## config.mk

```make
export PLATFORM = sky130hd
export DESIGN_NAME = telemetry_point_frame_grouper
export DESIGN_NICKNAME = d
export VERILOG_FILES = /design/src/rtl/core/tpfg_pkg.sv /design/src/rtl/core/tpfg_limits.sv /design/src/rtl/core/tpfg_group.sv /design/src/rtl/core/telemetry_point_frame_grouper.sv
export VERILOG_INCLUDE_DIRS = /design/src /design/src/rtl/core
export SDC_FILE = /design/constraint.sdc
export NUM_CORES = 1
export LEC_CHECK = 0
export ABC_CLOCK_PERIOD_IN_PS = 14000
export BUFFER_PORTS_ARGS = -buffer_cell sky130_fd_sc_hd__buf_2
export CORE_MARGIN = 2
export CORE_UTILIZATION = 67
export DETAILED_ROUTE_END_ITERATION = 16
export MAX_ROUTING_LAYER = met4
export PLACE_DENSITY = 0.86
export SLEW_MARGIN = 20
export SYNTH_ARGS = -nofsm -noshare
export SYNTH_HDL_FRONTEND = slang
export SYNTH_SLANG_ARGS = --single-unit
```

## constraint.sdc

```tcl
create_clock -name clk -period 14 [get_ports clk]
set_input_delay 0.7 -clock clk [delete_from_list [all_inputs] [get_ports clk]]
set_output_delay 0.7 -clock clk [all_outputs]
set_load 0.01 [all_outputs]
```

## src/rtl/core/telemetry_point_frame_grouper_defines.svh

```systemverilog
// ---------------------------------------------------------------------------
// telemetry point frame grouper assertion macros
// shared check wrappers, clocked on clk and disabled while rst is high
// ---------------------------------------------------------------------------
`ifndef TELEMETRY_POINT_FRAME_GROUPER_DEFINES_SVH
`define TELEMETRY_POINT_FRAME_GROUPER_DEFINES_SVH

// same-cycle implication
`define TPFG_ASSERT_NOW(label, ante, cons) \
  label: assert property (@(posedge clk) disable iff (rst) (ante) |-> (cons)) \
    else $error("tpfg same-cycle check failed");

// next-cycle implication
`define TPFG_ASSERT_NEXT(label, ante, cons) \
  label: assert property (@(posedge clk) disable iff (rst) (ante) |=> (cons)) \
    else $error("tpfg next-cycle check failed");

`endif

```

## src/rtl/core/tpfg_pkg.sv

```systemverilog
// ---------------------------------------------------------------------------
// tpfg_pkg
// types, constants and helpers shared by the frame grouper modules
// ---------------------------------------------------------------------------
`default_nettype none

package tpfg_pkg;

  localparam int ADDR_W      = 24;
  localparam int IDX_OUT_W   = 16;
  localparam int MAX_W       = 8;
  localparam int IO_W        = 7;
  localparam int CFG_ADDR_W  = 1;
  localparam int CFG_DATA_W  = 8;
  localparam int OUT_TDATA_W = 48;
  localparam int SLOTS       = 3;

  // frame overhead and per-object address bytes
  localparam int HDR_BYTES  = 6;
  localparam int ADDR_BYTES = 3;

  localparam int MAX_ASDU_RST = 249;
  localparam int IO_SIZE_RST  = 8;
  localparam int SEQ_LIMIT_RST =
    (MAX_ASDU_RST - HDR_BYTES - IO_SIZE_RST) / (IO_SIZE_RST - ADDR_BYTES) + 1;

  localparam int MAX_POINTS_DEF = 65536;

  // one quotient bit per step of the limit divider
  localparam int DIV_STEPS = MAX_W;
  localparam int STEP_W    = $clog2(DIV_STEPS + 1);

  // configuration register indexes
  localparam logic [CFG_ADDR_W-1:0] REG_MAX_ASDU = 1'b0;
  localparam logic [CFG_ADDR_W-1:0] REG_IO_SIZE  = 1'b1;

  typedef struct packed {
    logic [ADDR_W-1:0]    ioa_res;
    logic [IDX_OUT_W-1:0] point_index;
    logic                 sequence_mode;
    logic                 first_in_frame;
    logic                 last_in_frame;
    logic                 results_end;
  } result_t;

  typedef struct packed {
    result_t [SLOTS-1:0] slot;
    logic    [1:0]       cnt;
  } batch_t;

  typedef struct packed {
    logic [MAX_W-1:0] seq_limit;
    logic             plain_single;
  } lim_t;

  typedef struct packed {
    logic             first;
    logic             last;
    logic [MAX_W-1:0] fill_next;
  } seq_mark_t;

  // place one object in the open sequence frame
  function automatic seq_mark_t seq_mark(input logic [MAX_W-1:0] fill,
                                         input logic run_end,
                                         input logic [MAX_W-1:0] limit);
    seq_mark_t m;
    logic [MAX_W-1:0] bumped;
    bumped      = fill + 1'b1;
    m.first     = (fill == '0);
    m.last      = run_end || (bumped >= limit);
    m.fill_next = m.last ? '0 : bumped;
    return m;
  endfunction

  function automatic result_t mk_result(input logic [ADDR_W-1:0] addr,
                                        input logic seq,
                                        input logic first,
                                        input logic last);
    result_t r;
    r.ioa_res        = addr;
    r.point_index    = '0;
    r.sequence_mode  = seq;
    r.first_in_frame = first;
    r.last_in_frame  = last;
    r.results_end    = 1'b0;
    return r;
  endfunction

endpackage

`default_nettype wire

```

## src/rtl/core/tpfg_limits.sv

```systemverilog
// ---------------------------------------------------------------------------
// tpfg_limits
// frame size limits from the configuration, sequence quotient by a serial divider
// ---------------------------------------------------------------------------
`default_nettype none

module tpfg_limits (
  input  wire logic                       clk,
  input  wire logic                       rst,
  input  wire logic                       restart,
  input  wire logic [tpfg_pkg::MAX_W-1:0] max_asdu_size,
  input  wire logic [tpfg_pkg::IO_W-1:0]  io_size,
  output tpfg_pkg::lim_t                  lim,
  output logic                            busy
);
  import tpfg_pkg::*;

  logic              armed;
  logic [STEP_W-1:0] step;
  logic [MAX_W-1:0]  seq_limit;
  logic [IO_W-1:0]   rem;
  logic [IO_W-1:0]   den;
  logic [MAX_W-1:0]  nq;
  logic              tiny;

  logic [MAX_W-1:0]  num_v;
  logic [IO_W-1:0]   den_v;
  logic              tiny_v;
  logic [IO_W:0]     trial;
  logic              ge;
  logic [IO_W-1:0]   rem_next;
  logic [MAX_W-1:0]  nq_next;

  always_comb begin
    tiny_v = ({1'b0, max_asdu_size} <= (9'(HDR_BYTES) + {2'b0, io_size}));
    num_v  = 8'({1'b0, max_asdu_size} - 9'(HDR_BYTES) - {2'b0, io_size});
    den_v  = (io_size <= IO_W'(ADDR_BYTES)) ? IO_W'(1) : io_size - IO_W'(ADDR_BYTES);
    // restoring division, one quotient bit per cycle
    trial    = {rem, nq[MAX_W-1]};
    ge       = (trial >= {1'b0, den});
    rem_next = ge ? IO_W'(trial - {1'b0, den}) : trial[IO_W-1:0];
    nq_next  = {nq[MAX_W-2:0], ge};
  end

  always_ff @(posedge clk) begin
    if (rst) begin
      armed     <= 1'b0;
      step      <= '0;
      seq_limit <= MAX_W'(SEQ_LIMIT_RST);
    end else begin
      armed <= restart;
      if (armed) begin
        step <= STEP_W'(DIV_STEPS);
      end else if (step != '0) begin
        step <= step - 1'b1;
        if (step == STEP_W'(1)) begin
          seq_limit <= tiny ? MAX_W'(1) : nq_next + 1'b1;
        end
      end
    end
  end

  always_ff @(posedge clk) begin
    if (armed) begin
      rem  <= '0;
      nq   <= num_v;
      den  <= den_v;
      tiny <= tiny_v;
    end else if (step != '0) begin
      rem <= rem_next;
      nq  <= nq_next;
    end
  end

  // plain frames take two objects only if both fit
  assign lim.plain_single = (io_size == '0) ||
                            ({1'b0, max_asdu_size} < (9'(HDR_BYTES) + {1'b0, io_size, 1'b0}));
  assign lim.seq_limit    = seq_limit;
  assign busy             = armed || (step != '0);

endmodule

`default_nettype wire

```

## src/rtl/core/tpfg_group.sv

```systemverilog
// ---------------------------------------------------------------------------
// tpfg_group
// run tracking state and the per-item grouping decision, up to three objects out
// ---------------------------------------------------------------------------
`default_nettype none

module tpfg_group #(
  parameter int MAX_POINTS = tpfg_pkg::MAX_POINTS_DEF
) (
  input  wire logic                        clk,
  input  wire logic                        rst,
  input  wire logic                        take,
  input  wire logic [tpfg_pkg::ADDR_W-1:0] ioa,
  input  wire logic                        end_of_list,
  input  wire tpfg_pkg::lim_t              lim,
  output tpfg_pkg::batch_t                 batch
);
  import tpfg_pkg::*;

  localparam int IW = $clog2(MAX_POINTS);
  localparam logic [IW-1:0] IDX_LAST = IW'(MAX_POINTS - 1);

  function automatic logic [IW-1:0] idx_inc(input logic [IW-1:0] v);
    return (v == IDX_LAST) ? '0 : v + 1'b1;
  endfunction

  logic [ADDR_W-1:0] held0, held0_next;
  logic [ADDR_W-1:0] held1, held1_next;
  logic [1:0]        held_cnt, held_cnt_next;
  logic [ADDR_W-1:0] prev, prev_next;
  logic              run, run_next;
  logic [MAX_W-1:0]  fill, fill_next;
  logic [IW-1:0]     next_idx, next_idx_next;

  logic              cont;
  logic              single;
  seq_mark_t         m0, m1, m2;
  logic [1:0]        n;
  logic [IW-1:0]     idx [SLOTS+1];
  batch_t            bat;

  always_comb begin
    cont   = (held_cnt != 2'd0) && (prev != '1) && (ioa == prev + 1'b1);
    single = lim.plain_single;
    m0     = '0;
    m1     = '0;
    m2     = '0;
    n      = 2'd0;
    bat    = '0;

    held0_next    = held0;
    held1_next    = held1;
    held_cnt_next = held_cnt;
    run_next      = run;
    fill_next     = fill;

    if (run) begin
      m0          = seq_mark(fill, !cont, lim.seq_limit);
      fill_next   = m0.fill_next;
      bat.slot[0] = mk_result(held0, 1'b1, m0.first, m0.last);
      n           = 2'd1;
      held0_next    = ioa;
      held_cnt_next = 2'd1;
      if (cont) begin
        if (end_of_list) begin
          m1          = seq_mark(m0.fill_next, 1'b1, lim.seq_limit);
          fill_next   = m1.fill_next;
          bat.slot[1] = mk_result(ioa, 1'b1, m1.first, m1.last);
          n           = 2'd2;
        end
      end else begin
        run_next = 1'b0;
        if (end_of_list) begin
          bat.slot[1] = mk_result(ioa, 1'b0, 1'b1, 1'b1);
          n           = 2'd2;
        end
      end
    end else if (cont && (held_cnt == 2'd1)) begin
      held1_next    = ioa;
      held_cnt_next = 2'd2;
      if (end_of_list) begin
        bat.slot[0] = mk_result(held0, 1'b0, 1'b1, single);
        bat.slot[1] = mk_result(ioa, 1'b0, single, 1'b1);
        n           = 2'd2;
      end
    end else if (cont) begin
      // third object of a run: open sequence mode
      run_next    = 1'b1;
      m0          = seq_mark('0, 1'b0, lim.seq_limit);
      m1          = seq_mark(m0.fill_next, 1'b0, lim.seq_limit);
      fill_next   = m1.fill_next;
      bat.slot[0] = mk_result(held0, 1'b1, m0.first, m0.last);
      bat.slot[1] = mk_result(held1, 1'b1, m1.first, m1.last);
      n           = 2'd2;
      held0_next    = ioa;
      held_cnt_next = 2'd1;
      if (end_of_list) begin
        m2          = seq_mark(m1.fill_next, 1'b1, lim.seq_limit);
        fill_next   = m2.fill_next;
        bat.slot[2] = mk_result(ioa, 1'b1, m2.first, m2.last);
        n           = 2'd3;
      end
    end else begin
      // run broken: flush the short run as plain frames
      held0_next    = ioa;
      held_cnt_next = 2'd1;
      unique case (held_cnt)
        2'd0: begin
          if (end_of_list) begin
            bat.slot[0] = mk_result(ioa, 1'b0, 1'b1, 1'b1);
            n           = 2'd1;
          end
        end
        2'd1: begin
          bat.slot[0] = mk_result(held0, 1'b0, 1'b1, 1'b1);
          n           = 2'd1;
          if (end_of_list) begin
            bat.slot[1] = mk_result(ioa, 1'b0, 1'b1, 1'b1);
            n           = 2'd2;
          end
        end
        default: begin
          bat.slot[0] = mk_result(held0, 1'b0, 1'b1, single);
          bat.slot[1] = mk_result(held1, 1'b0, single, 1'b1);
          n           = 2'd2;
          if (end_of_list) begin
            bat.slot[2] = mk_result(ioa, 1'b0, 1'b1, 1'b1);
            n           = 2'd3;
          end
        end
      endcase
    end

    idx[0] = next_idx;
    for (int k = 1; k <= SLOTS; k++) begin
      idx[k] = idx_inc(idx[k-1]);
    end
    for (int k = 0; k < SLOTS; k++) begin
      bat.slot[k].point_index = IDX_OUT_W'(idx[k]);
      bat.slot[k].results_end = (2'(k + 1) == n);
    end
    bat.cnt = n;

    unique case (n)
      2'd0:    next_idx_next = idx[0];
      2'd1:    next_idx_next = idx[1];
      2'd2:    next_idx_next = idx[2];
      default: next_idx_next = idx[3];
    endcase

    prev_next = ioa;
    if (end_of_list) begin
      held_cnt_next = 2'd0;
      prev_next     = '0;
      run_next      = 1'b0;
      fill_next     = '0;
      next_idx_next = '0;
    end
  end

  always_ff @(posedge clk) begin
    if (rst) begin
      held_cnt <= 2'd0;
      prev     <= '0;
      run      <= 1'b0;
      fill     <= '0;
      next_idx <= '0;
    end else if (take) begin
      held_cnt <= held_cnt_next;
      prev     <= prev_next;
      run      <= run_next;
      fill     <= fill_next;
      next_idx <= next_idx_next;
    end
  end

  always_ff @(posedge clk) begin
    if (take) begin
      held0 <= held0_next;
      held1 <= held1_next;
    end
  end

  assign batch = bat;

endmodule

`default_nettype wire

```

## src/rtl/core/telemetry_point_frame_grouper.sv

```systemverilog
// ---------------------------------------------------------------------------
// telemetry_point_frame_grouper
// groups a list of object addresses into sequence-mode and plain frames
// ---------------------------------------------------------------------------
// usage
//   s_* channel: one configured point per transfer, address in s_tdata,
//   s_tlast marks the last point of the list and flushes everything held
//   m_* channel: one placed object per transfer; an input transfer causes
//   zero to three of them, the last one flagged by results_end
//   cfg_*: register 0 max_asdu_size, register 1 io_size, written while idle
// output timing and input flow
//   results of a transfer show on m_* in the cycle after it is taken; a new
//   point is taken when the limits are idle and no result is waiting, or
//   when one is waiting and leaves in that cycle, so the input waits while
//   the results of a point drain through the single result channel
//   a config write runs the sequence limit divider, during which s_tready
//   stays low
// reset and stall
//   rst clears run state, the list index and the output queue, and restores
//   the register defaults with their precomputed limits; no clearing pass
//   when m_tready is low, results wait in the three-entry output queue and
//   s_tready stays low while any of them is pending
// ---------------------------------------------------------------------------
`default_nettype none

module telemetry_point_frame_grouper #(
  parameter int MAX_POINTS = tpfg_pkg::MAX_POINTS_DEF
) (
  input  wire logic                             clk,
  input  wire logic                             rst,
  // input stream
  input  wire logic                             s_tvalid,
  output logic                                  s_tready,
  input  wire logic [tpfg_pkg::ADDR_W-1:0]      s_tdata,   // ioa[23:0]
  input  wire logic                             s_tlast,   // end_of_list
  // result stream
  output logic                                  m_tvalid,
  input  wire logic                             m_tready,
  output logic [tpfg_pkg::OUT_TDATA_W-1:0]      m_tdata,   // ioa_res[23:0], point_index[39:24],
                                                           // first_in_frame[40], results_end[41]
  output logic                                  m_tuser,   // sequence_mode
  output logic                                  m_tlast,   // last_in_frame
  // configuration
  input  wire logic                             cfg_we,
  input  wire logic [tpfg_pkg::CFG_ADDR_W-1:0]  cfg_addr,
  input  wire logic [tpfg_pkg::CFG_DATA_W-1:0]  cfg_wdata
);
  import tpfg_pkg::*;

`include "telemetry_point_frame_grouper_defines.svh"

  logic [MAX_W-1:0] max_asdu_size;
  logic [IO_W-1:0]  io_size;

  lim_t              lim;
  logic              lim_busy;
  batch_t            batch;
  logic              take;
  logic              pop;

  // output queue, entry 0 is on the port
  result_t [SLOTS-1:0] obuf_slot;
  logic    [1:0]       ocnt;
  result_t             head;

  // config registers
  always_ff @(posedge clk) begin
    if (rst) begin
      max_asdu_size <= MAX_W'(MAX_ASDU_RST);
      io_size       <= IO_W'(IO_SIZE_RST);
    end else if (cfg_we) begin
      unique case (cfg_addr)
        REG_MAX_ASDU: max_asdu_size <= cfg_wdata;
        REG_IO_SIZE:  io_size       <= cfg_wdata[IO_W-1:0];
      endcase
    end
  end

  tpfg_limits u_limits (
    .clk           (clk),
    .rst           (rst),
    .restart       (cfg_we),
    .max_asdu_size (max_asdu_size),
    .io_size       (io_size),
    .lim           (lim),
    .busy          (lim_busy)
  );

  // take a point when the limits are idle and the queue will be empty by the next edge
  assign s_tready = !lim_busy && ((ocnt == 2'd0) || ((ocnt == 2'd1) && m_tready));
  assign take     = s_tvalid && s_tready;
  assign pop      = m_tvalid && m_tready;

  tpfg_group #(
    .MAX_POINTS (MAX_POINTS)
  ) u_group (
    .clk         (clk),
    .rst         (rst),
    .take        (take),
    .ioa         (s_tdata),
    .end_of_list (s_tlast),
    .lim         (lim),
    .batch       (batch)
  );

  // queue count
  always_ff @(posedge clk) begin
    if (rst) begin
      ocnt <= 2'd0;
    end else if (take) begin
      ocnt <= batch.cnt;
    end else if (pop) begin
      ocnt <= ocnt - 1'b1;
    end
  end

  // queue payload, shifts toward entry 0 as results leave
  always_ff @(posedge clk) begin
    if (take) begin
      obuf_slot <= batch.slot;
    end else if (pop) begin
      obuf_slot[0] <= obuf_slot[1];
      obuf_slot[1] <= obuf_slot[2];
    end
  end

  assign head     = obuf_slot[0];
  assign m_tvalid = (ocnt != 2'd0);
  assign m_tdata  = {6'b0, head.results_end, head.first_in_frame,
                     head.point_index, head.ioa_res};
  assign m_tuser  = head.sequence_mode;
  assign m_tlast  = head.last_in_frame;

  // no point taken while the limits are being recomputed
  `TPFG_ASSERT_NOW(a_hold_while_div, lim_busy, !s_tready)
  // a point that yields objects shows one on the port next cycle
  `TPFG_ASSERT_NEXT(a_load_shows, take && (batch.cnt != 2'd0), m_tvalid)
  // an object that is not the last of its point has a successor queued
  `TPFG_ASSERT_NOW(a_end_marks_tail, (ocnt != 2'd0) && !head.results_end, ocnt >= 2'd2)

endmodule

`default_nettype wire
```

==> flow_metrics.tcl, run 1 <==
set metrics [dict create \
    outcome "finished clean" \
    period_needed_ns 5.36 \
    setup_viol 0 \
    worstSetupPathType "reg -> reg" \
    grt_max_degree 85 \
    ys_top_cells_by_area "edfxtp_1 (36%), dfxtp_1 (11%), ha_1 (5.0%)" \
    min_path_cells 3 \
    grt_first_pass_wirelength_microns 63600 \
    hold_buffers 0 \
    timing.rr.end "u_group.next_idx[14]" \
    drcViolationCount 0 \
    r2r_start "u_group.prev[8]" \
    crit_family "simple AND/OR/NAND/NOR gates" \
    gp_congestion 0.959 \
    avgSynthCellArea_sq_um 9.62 \
    yosysTopAreaCell "edfxtp_1" \
    hold_path_startpoint "cfg_wdata[7]" \
    dpl-instance-area_sq_um 16600 \
    grt_pass1_vias 12200 \
    area.growth.synth_to_final_pct 6.90 \
    cp_common_cell "a21o_1" \
    fmax_ghz 0.187 \
    cp.required_ns 14.44 \
    portBuffers 84 \
    mostFrequentLayoutCells "edfxtp_1 (196), nor2_1 (178), nand2_1 (174)" \
    overflow 0 \
    pwr-share-seq_pct 44.0 \
    switchingPower_mw 1.01 \
    wl_microns 39000 \
    via_count 12900 \
    cts_buffers 30 \
    start_util_pct 67.9 \
    multi_input_area_sq_um 7750 \
    cellPowerDensity_nw_per_um2 170 \
    path_cells "and3_1, or4b_4, o31a_1, o211a_1, nor2_1, or2_1, nand2_1, a21o_1, ha_1, inv_1, o21ai_0, a21o_1, a32o_1, or3_1" \
    drtAntennaViolNets 0 \
    grtUsageTotal_pct 31.2 \
    final-max-slew-violation-count 0 \
    finalHoldViolations 0 \
    synth_cell_type_count 92 \
    p_leak_nw 6.80 \
    period_share_pct 38.3 \
    r2r_cells 14 \
    power.share.clock_pct 25.9 \
    finalNonFillerCells 2034 \
    synth_enable_flop_cells 196 \
    netlist_area_sq_um 16400 \
    rows 57 \
    die-area_sq_um 25800 \
    drv_cap 0 \
    hold_slack_ns 0.372 \
    wl_per_cell_microns 19.2 \
    relSlewSlack_pct 34.4 \
    synth_seq_cells 284 \
    nets 1792 \
    first_pass_iters 5 \
    cp.buffers_inverters 1 \
    startpoint_type "register" \
    drt_iter0_drc 1417 \
    cts-root-buf "clkbuf_16" \
    dp_hpwl_microns 26000 \
    clock_sinks 284 \
    cts_max_path_buffers 3 \
    postCtsSetupBuffers 0 \
    yosys.area.top_type_share_pct 35.8 \
    cp_slowest_cell "nor2_1" \
    power_frac_comb_pct 30.1 \
    critPathArrivalTime_ns 5.80 \
    synthCells 1706 \
    worst_slack_ns 8.64 \
    stdcell_area_sq_um 17600 \
    synthArstFlopShare_pct 0 \
    final_layout_size_suffix_gt1_share_pct 10.9 \
    yosysSeqAreaShare_pct 46.6 \
    insertion_delay_ns 0.56 \
    ff_latch_area_sq_um 7650 \
    tns_ns 0 \
    swShare_pct 33.9 \
    peakVddDrop_uv 182 \
    crit_fanout 16 \
    dp_cells 1977 \
    h-tree-depth 1 \
    cts_resized 0 \
    n_fill_cell 1747 \
    skew_ns 0.0225 \
    ys.warnings.count 0 \
    ys.flop_type "edfxtp_1" \
    antenna_found_initial 1 \
    rsz0062_at_grt "no" \
    p_int_mw 1.97 \
    die_w_microns 161 \
    coreArea_sq_um 24200 \
    pre_cts_ws_ns 8.79 \
    chipHeight_microns 161 \
    final_common_cell "edfxtp_1" \
    min_path_type "in -> reg" \
    holdPathEnd "max_asdu_size[7]" \
    vias_per_cell 6.34 \
    endpoint_kind "register" \
    ff2ff_setup_slack_ns 8.64 \
    cts_tree "yes" \
    path_clk_slew_ns 0.06 \
    worst_slew_pin_slew_ns 0.982 \
    ios 91 \
    max_stage_delay_ns 0.72 \
]
-- worst max-delay path by stage --
stage	from	cells past startpoint	slack, ns	endpoint
2_1_floorplan	s_tdata[17]	9	9.22	u_group.held1[0]
3_3_place_gp	u_group.prev[8]	15	8.96	u_group.next_idx[14]
3_5_place_dp	u_group.prev[8]	15	8.79	u_group.next_idx[14]
4_1_cts	u_group.prev[8]	15	8.75	u_group.next_idx[14]
5_1_grt	u_group.prev[7]	15	8.31	u_group.next_idx[14]
6_report	u_group.prev[8]	14	8.64	u_group.next_idx[14]
-- flip-flops by register name (all words and copies together), names as in the netlist, 2 cells and up --
name	cells
obuf_slot	88
max_asdu_size	8
m_tdata	42
u_group.held0	24
u_limits.rem	7
u_limits.den	7
u_group.prev	24
u_limits.seq_limit	8
u_group.fill	8
u_group.next_idx	16
u_limits.step	4
io_size	7
u_limits.nq	8
u_group.held_cnt	2
ocnt	2
u_group.held1	24
-- worst reg2reg max path, cell delays in order, from the launching register on --
cell and delay, ns:
dfxtp_1 0.42, and3_1 0.36, or4b_4 0.55, o31a_1 0.29, o211a_1 0.24, nor2_1 0.72, or2_1 0.38, nand2_1 0.15
a21o_1 0.21, ha_1 0.52, inv_1 0.42, o21ai_0 0.22, a21o_1 0.22, a32o_1 0.25, or3_1 0.29
-- cell usage after synthesis, drive strengths merged, types with 5 or more instances --
master,number
edfxtp,196
xnor2,60
or3,17
a221oi,25
a21o,15
a221o,27
nand3b,9
inv,69
clkbuf,85
mux2,9
a22o,5
nand2b,19
dfxtp,88
buf,71
nor2,180
ha,66
o21a,6
nor4,24
o21ai,60
nand3,54
nor2b,17
a22oi,6
and2,12
nand2,175
o211ai,11
a21boi,8
o31ai,13
nor4b,7
nor3,28
a21oi,92
a211o,6
or4,8
or2,8
a211oi,13
nand4,18
a31oi,8
xor2,34
and3,77
a2bb2oi,6
-- power groups by stage --
stage                     Sequential, mW  Clock, mW  Combinational (mW)
after detailed placement            1.33          0               0.886
after floorplan                     1.30          0               0.707
after CTS                           1.31      0.782               0.895
after global placement              1.32          0               0.858
after global routing                1.33      0.821               0.998
final                               1.31      0.775               0.898
-- cells by family after synthesis --
group | Yosys count | synth area share (%)
mux | 12 | 0.800
buf+inv | 226 | 6.61
xor+xnor | 94 | 5.01
other cells | 1 | 0.0228
flops | 284 | 46.6
compound gates | 352 | 15.1
fa+ha+maj | 68 | 5.27
simple gates | 669 | 20.6
-- metal layers --
layer | vias to the layer above | wire, microns | share of wire, % | track usage, %
met4 | 0 | 942 | 2.4 | 9.46
met1 | 6118 | 16800 | 43 | 43.1
met2 | 566 | 18300 | 47 | 48.5
met3 | 91 | 3000 | 7.7 | 4.21
met5 | - | 0 | 0 | -
li1 | 6120 | - | - | -
-- stage by stage --
step                      utilization, %  total power [mW]
final                               72.6              2.99
after global placement              68.6              2.17
after floorplan                        -              2.01
after detailed placement            68.6              2.21
after global routing                72.6              3.15
after CTS                           72.5              2.99
-- layout make-up --
cell class | instances | share of cell area, %
Timing Repair Buffer | 98 | 2.99
Clock buffer | 42 | 4.70
Inverter | 70 | 1.51
Antenna cell | 1 | 0.0143
Multi-Input combinational cell | 1201 | 44.1
Tap cell | 324 | 2.31
Clock inverter | 14 | 0.763
Sequential cell | 284 | 43.6
Power figures use the tool's default switching activity.
==> run 2: changes to the inputs <==
--- a/config.mk
+++ b/config.mk
@@ -6,13 +6,13 @@
 export SDC_FILE = /design/constraint.sdc
 export NUM_CORES = 1
 export LEC_CHECK = 0
-export ABC_CLOCK_PERIOD_IN_PS = 14000
+export ABC_CLOCK_PERIOD_IN_PS = 5500
 export BUFFER_PORTS_ARGS = -buffer_cell sky130_fd_sc_hd__buf_2
 export CORE_MARGIN = 2
-export CORE_UTILIZATION = 67
+export CORE_UTILIZATION = 62
 export DETAILED_ROUTE_END_ITERATION = 16
 export MAX_ROUTING_LAYER = met4
-export PLACE_DENSITY = 0.86
+export PLACE_DENSITY = 0.81
 export SLEW_MARGIN = 20
 export SYNTH_ARGS = -nofsm -noshare
 export SYNTH_HDL_FRONTEND = slang
==> constraint.sdc (replaced) <==
create_clock -name clk -period 5.5 [get_ports clk]
set_input_delay 0.275 -clock clk [delete_from_list [all_inputs] [get_ports clk]]
set_output_delay 0.275 -clock clk [all_outputs]
set_load 0.01 [all_outputs]
==> flow_metrics.tcl, run 2 (synthesized netlist as in run 1, its figures left out) <==
set metrics [dict create \
    gp_congestion 0.935 \
    drv_cap 0 \
    min_path_cells 1 \
    rsz0062_at_grt "no" \
    switchingPower_mw 2.64 \
    hold_slack_ns -0.000832 \
    first_pass_iters 6 \
    wl_per_cell_microns 19.4 \
    r2r_cells 15 \
    ios 91 \
    path_clk_slew_ns 0.06 \
    power.share.clock_pct 26.9 \
    antenna-diode-count 0 \
    largest_register_ffs 88 \
    rows 59 \
    crit_fanout 13 \
    die_w_microns 167 \
    fmax_ghz 0.198 \
    regMostFlops "obuf_slot" \
    cts_max_path_buffers 3 \
    start_util_pct 63.0 \
    grtUsageTotal_pct 29.1 \
    p_total_mw 7.74 \
    die-area_sq_um 27800 \
    min_path_type "in -> reg" \
    vias_per_cell 6.33 \
    area.growth.synth_to_final_pct 8.73 \
    timing.rr.end "u_group.next_idx[15]" \
    drcViolationCount 0 \
    n_fill_cell 1939 \
    postCtsSetupBuffers 0 \
    finalHoldViolations 2 \
    ff2ff_setup_slack_ns 0.46 \
    chipHeight_microns 167 \
    critPathArrivalTime_ns 5.52 \
    period_needed_ns 5.04 \
    drt_iter0_drc 1449 \
    period_share_pct 91.6 \
    cts_tree "yes" \
    insertion_delay_ns 0.59 \
    worst_slew_pin_slew_ns 0.990 \
    swShare_pct 34.1 \
    drtAntennaViolNets 0 \
    cts-root-buf "clkbuf_16" \
    power_frac_comb_pct 30.0 \
    p_leak_nw 6.94 \
    overflow 0 \
    cellPowerDensity_nw_per_um2 433 \
    coreArea_sq_um 26100 \
    final-max-slew-violation-count 0 \
    final_layout_size_suffix_gt1_share_pct 11.7 \
    via_count 13100 \
    portBuffers 84 \
    r2r_start "u_group.prev[3]" \
    cts_buffers 30 \
    mostFrequentLayoutCells "edfxtp_1 (196), nor2_1 (178), nand2_1 (174)" \
    antenna_found_initial 0 \
    final_common_cell "edfxtp_1" \
    grt_first_pass_wirelength_microns 64500 \
    tns_ns 0 \
    h-tree-depth 1 \
    startpoint "u_group.prev[3]" \
    grt_pass1_vias 12500 \
    wl_microns 40200 \
    p_int_mw 5.10 \
    violations "hold timing" \
    skew_ns 0.0308 \
    holdPathEnd "u_group.held0[20]" \
    nets 1816 \
    relSlewSlack_pct 33.8 \
    setup_viol 0 \
    dp_hpwl_microns 26600 \
    endpoint_kind "register" \
    pwr-share-seq_pct 43.1 \
    worstSetupPathType "reg -> reg" \
    startpoint_type "register" \
    cp.required_ns 5.98 \
    cts_resized 0 \
    outcome "complete, but fails checks" \
    hold_path_startpoint "s_tdata[20]" \
    clock_sinks 284 \
    peakVddDrop_uv 427 \
    grt_max_degree 99 \
]
run 2: cell type report:
cell class                      instances  area, sq um  share of cell area, %
Tap cell                              335          419                   2.35
Multi-Input combinational cell       1201         7740                   43.3
Clock buffer                           37          807                   4.52
Sequential cell                       284         7650                   42.8
Inverter                               70          265                   1.49
Clock inverter                         19          216                   1.21
Timing Repair Buffer                  122          761                   4.26
run 2: through the flow:
stage	util (%)	worst slack (ns)	cells	instance area (sq um)
2_1_floorplan	-	0.950	1711	16400
3_3_place_gp	63.9	0.722	1995	16700
3_5_place_dp	63.9	0.596	1995	16700
4_1_cts	68.5	0.544	2068	17900
5_1_grt	68.5	0.162	2068	17900
6_report	68.5	0.462	2068	17900
run 2: how the worst max path moves through the flow:
stage / to / slack [ns] / cells past startpoint
6_report: u_group.next_idx[15] / 0.46 / 15
4_1_cts: u_group.next_idx[14] / 0.54 / 15
5_1_grt: u_group.next_idx[15] / 0.16 / 15
2_1_floorplan: u_group.held1[0] / 0.95 / 10
3_3_place_gp: u_group.next_idx[14] / 0.72 / 15
3_5_place_dp: u_group.next_idx[14] / 0.60 / 15
run 2: timing repair:
action	4_1_cts	5_1_grt
endpoints found under the setup margin	0	0
hold buffers	17	0
endpoints found under the hold margin	32	0
run 2: routing by layer:
metal	global-route usage, %	up-vias	wire, microns
met5	-	-	0
met4	8.21	0	852
met3	4.73	78	3120
met2	46.7	585	19100
met1	38.5	6270	17100
li1	-	6154	-
run 2: power by group through the flow:
stage	sequential (mW)	clock [mW]	combinational, mW
floorplan	3.31	0	1.80
global placement	3.34	0	2.22
detailed placement	3.37	0	2.29
CTS	3.33	2.09	2.32
global route	3.39	2.17	2.58
finish	3.34	2.08	2.32
run 2: critical path: stages, from the launching register on:
cell and delay, ns:
dfxtp_1 0.42, nand3_1 0.23, or3_1 0.47, a311oi_1 0.31
nor2_1 0.11, nor4_1 0.36, nand4_2 0.46, or2_1 0.49
nand2_1 0.17, a21o_1 0.16, ha_1 0.21, a21o_1 0.20
nor2b_1 0.81, nand2_1 0.20, o21a_1 0.16, a41oi_1 0.18
==> run 3: changes to the inputs <==
==> constraint.sdc (replaced) <==
create_clock -name clk -period 5.5 [get_ports clk]
set_input_delay 0 -clock clk [delete_from_list [all_inputs] [get_ports clk]]
set_output_delay 0 -clock clk [all_outputs]
set_load 0.01 [all_outputs]
==> flow_metrics.tcl, run 3 (synthesized netlist as in run 1, its figures left out) <==
set metrics [dict create \
    coreArea_sq_um 26100 \
    relSlewSlack_pct 36.0 \
    grtUsageTotal_pct 29.4 \
    crit_fanout 13 \
    via_count 13200 \
    p_leak_nw 6.98 \
    area.growth.synth_to_final_pct 9.56 \
    max_stage_delay_ns 0.79 \
    worstSetupPathType "reg -> reg" \
    fmax_ghz 0.201 \
    path_cells "nand3_1, or3_1, a311oi_1, nor2_1, nor4_1, nand4_2, or2_1, nand2_1, a21o_1, ha_1, a21o_1, nor2b_1, nand2_1, o21a_1, a41oi_1" \
    finalHoldViolations 0 \
    endpoint_kind "register" \
    final-max-slew-violation-count 0 \
    path_clk_slew_ns 0.06 \
    overflow 0 \
    cp_slowest_cell "nor2b_1" \
    grt_max_degree 83 \
    setup_viol 0 \
    rows 59 \
    wl_microns 40300 \
    peakVddDrop_uv 366 \
    worst_slew_pin_slew_ns 0.958 \
    drtAntennaViolNets 0 \
    grt_first_pass_wirelength_microns 65500 \
    cp.required_ns 6.00 \
    wl_per_cell_microns 19.3 \
    nets 1840 \
    outcome "finished clean" \
    antenna-diode-count 0 \
    gp_congestion 0.981 \
    skew_ns 0.0167 \
    antenna_found_initial 0 \
    final_common_cell "edfxtp_1" \
    drcViolationCount 0 \
    cts_buffers 31 \
    cellPowerDensity_nw_per_um2 424 \
    final_layout_size_suffix_gt1_share_pct 10.9 \
    chipHeight_microns 167 \
    largest_register_ffs 88 \
    period_share_pct 90.5 \
    drt_iter0_drc 1507 \
    cts_tree "yes" \
    cts_resized 0 \
    insertion_delay_ns 0.58 \
    tns_ns 0 \
    min_path_type "in -> reg" \
    drv_cap 0 \
    critPathArrivalTime_ns 5.47 \
    cts-root-buf "clkbuf_16" \
    hold_slack_ns 0.0620 \
    die_w_microns 167 \
    portBuffers 84 \
    start_util_pct 63.0 \
    ios 91 \
    h-tree-depth 1 \
    crit_family "simple AND/OR/NAND/NOR gates" \
    dp_hpwl_microns 26800 \
    cts_max_path_buffers 3 \
    clock_sinks 284 \
    first_pass_iters 5 \
    hold_buffers 38 \
    rsz0062_at_grt "no" \
    startpoint_type "register" \
    mostFrequentLayoutCells "edfxtp_1 (196), nor2_1 (178), nand2_1 (174)" \
    cp.buffers_inverters 0 \
    postCtsSetupBuffers 0 \
    die-area_sq_um 27800 \
    grt_pass1_vias 12600 \
    vias_per_cell 6.31 \
    period_needed_ns 4.97 \
    regMostFlops "obuf_slot" \
]
[run 3: worst paths after layout]
kind	startpoint	to	slack, ns	depth (start not counted)
worst min register to register	u_limits.rem[1]	u_limits.rem[1]	0.47	2
worst max register to register	u_group.prev[2]	u_group.next_idx[15]	0.53	15
worst max-delay path	u_group.prev[2]	u_group.next_idx[15]	0.53	15
worst min-delay path	s_tlast	obuf_slot[130]	0.06	2
[run 3: layout make-up]
type                    count  area, sq um
inverters                  70          265
clock buffers              45          828
well taps                 335          419
fillers                  1913         8070
multi-input cells        1201         7740
clock inverters            13          106
repair buffers            145          986
flip-flops and latches    284         7650
[run 3: per-layer routing]
layer	track usage, %	up-vias	share of wire (%)	routed length (microns)
li1	-	6223	-	-
met1	39.5	6297	42	17000
met2	47.0	606	47	19000
met3	3.90	91	8.1	3280
met4	8.85	0	2.4	984
met5	-	-	0	0
[run 3: through the flow]
step                worst slack (ns)  area, sq um  utilization [%]  power, mW  instances
detailed placement             0.651        16700             64.0       5.67       1997
global route                   0.142        18000             69.0       8.03       2093
CTS                            0.647        18000             69.0       7.63       2093
global placement               0.808        16700             64.0       5.57       1997
finish                         0.525        18000             69.0       7.62       2093
floorplan                      0.950        16400                -       5.11       1711
[run 3: report_power, final]
group / switching (mW) / total, mW / leakage [nW] / internal (mW)
sequential: 0.251 / 3.34 / 2.55 / 3.09
combinational: 1.50 / 2.34 / 3.99 / 0.833
clock: 0.853 / 1.95 / 0.442 / 1.09
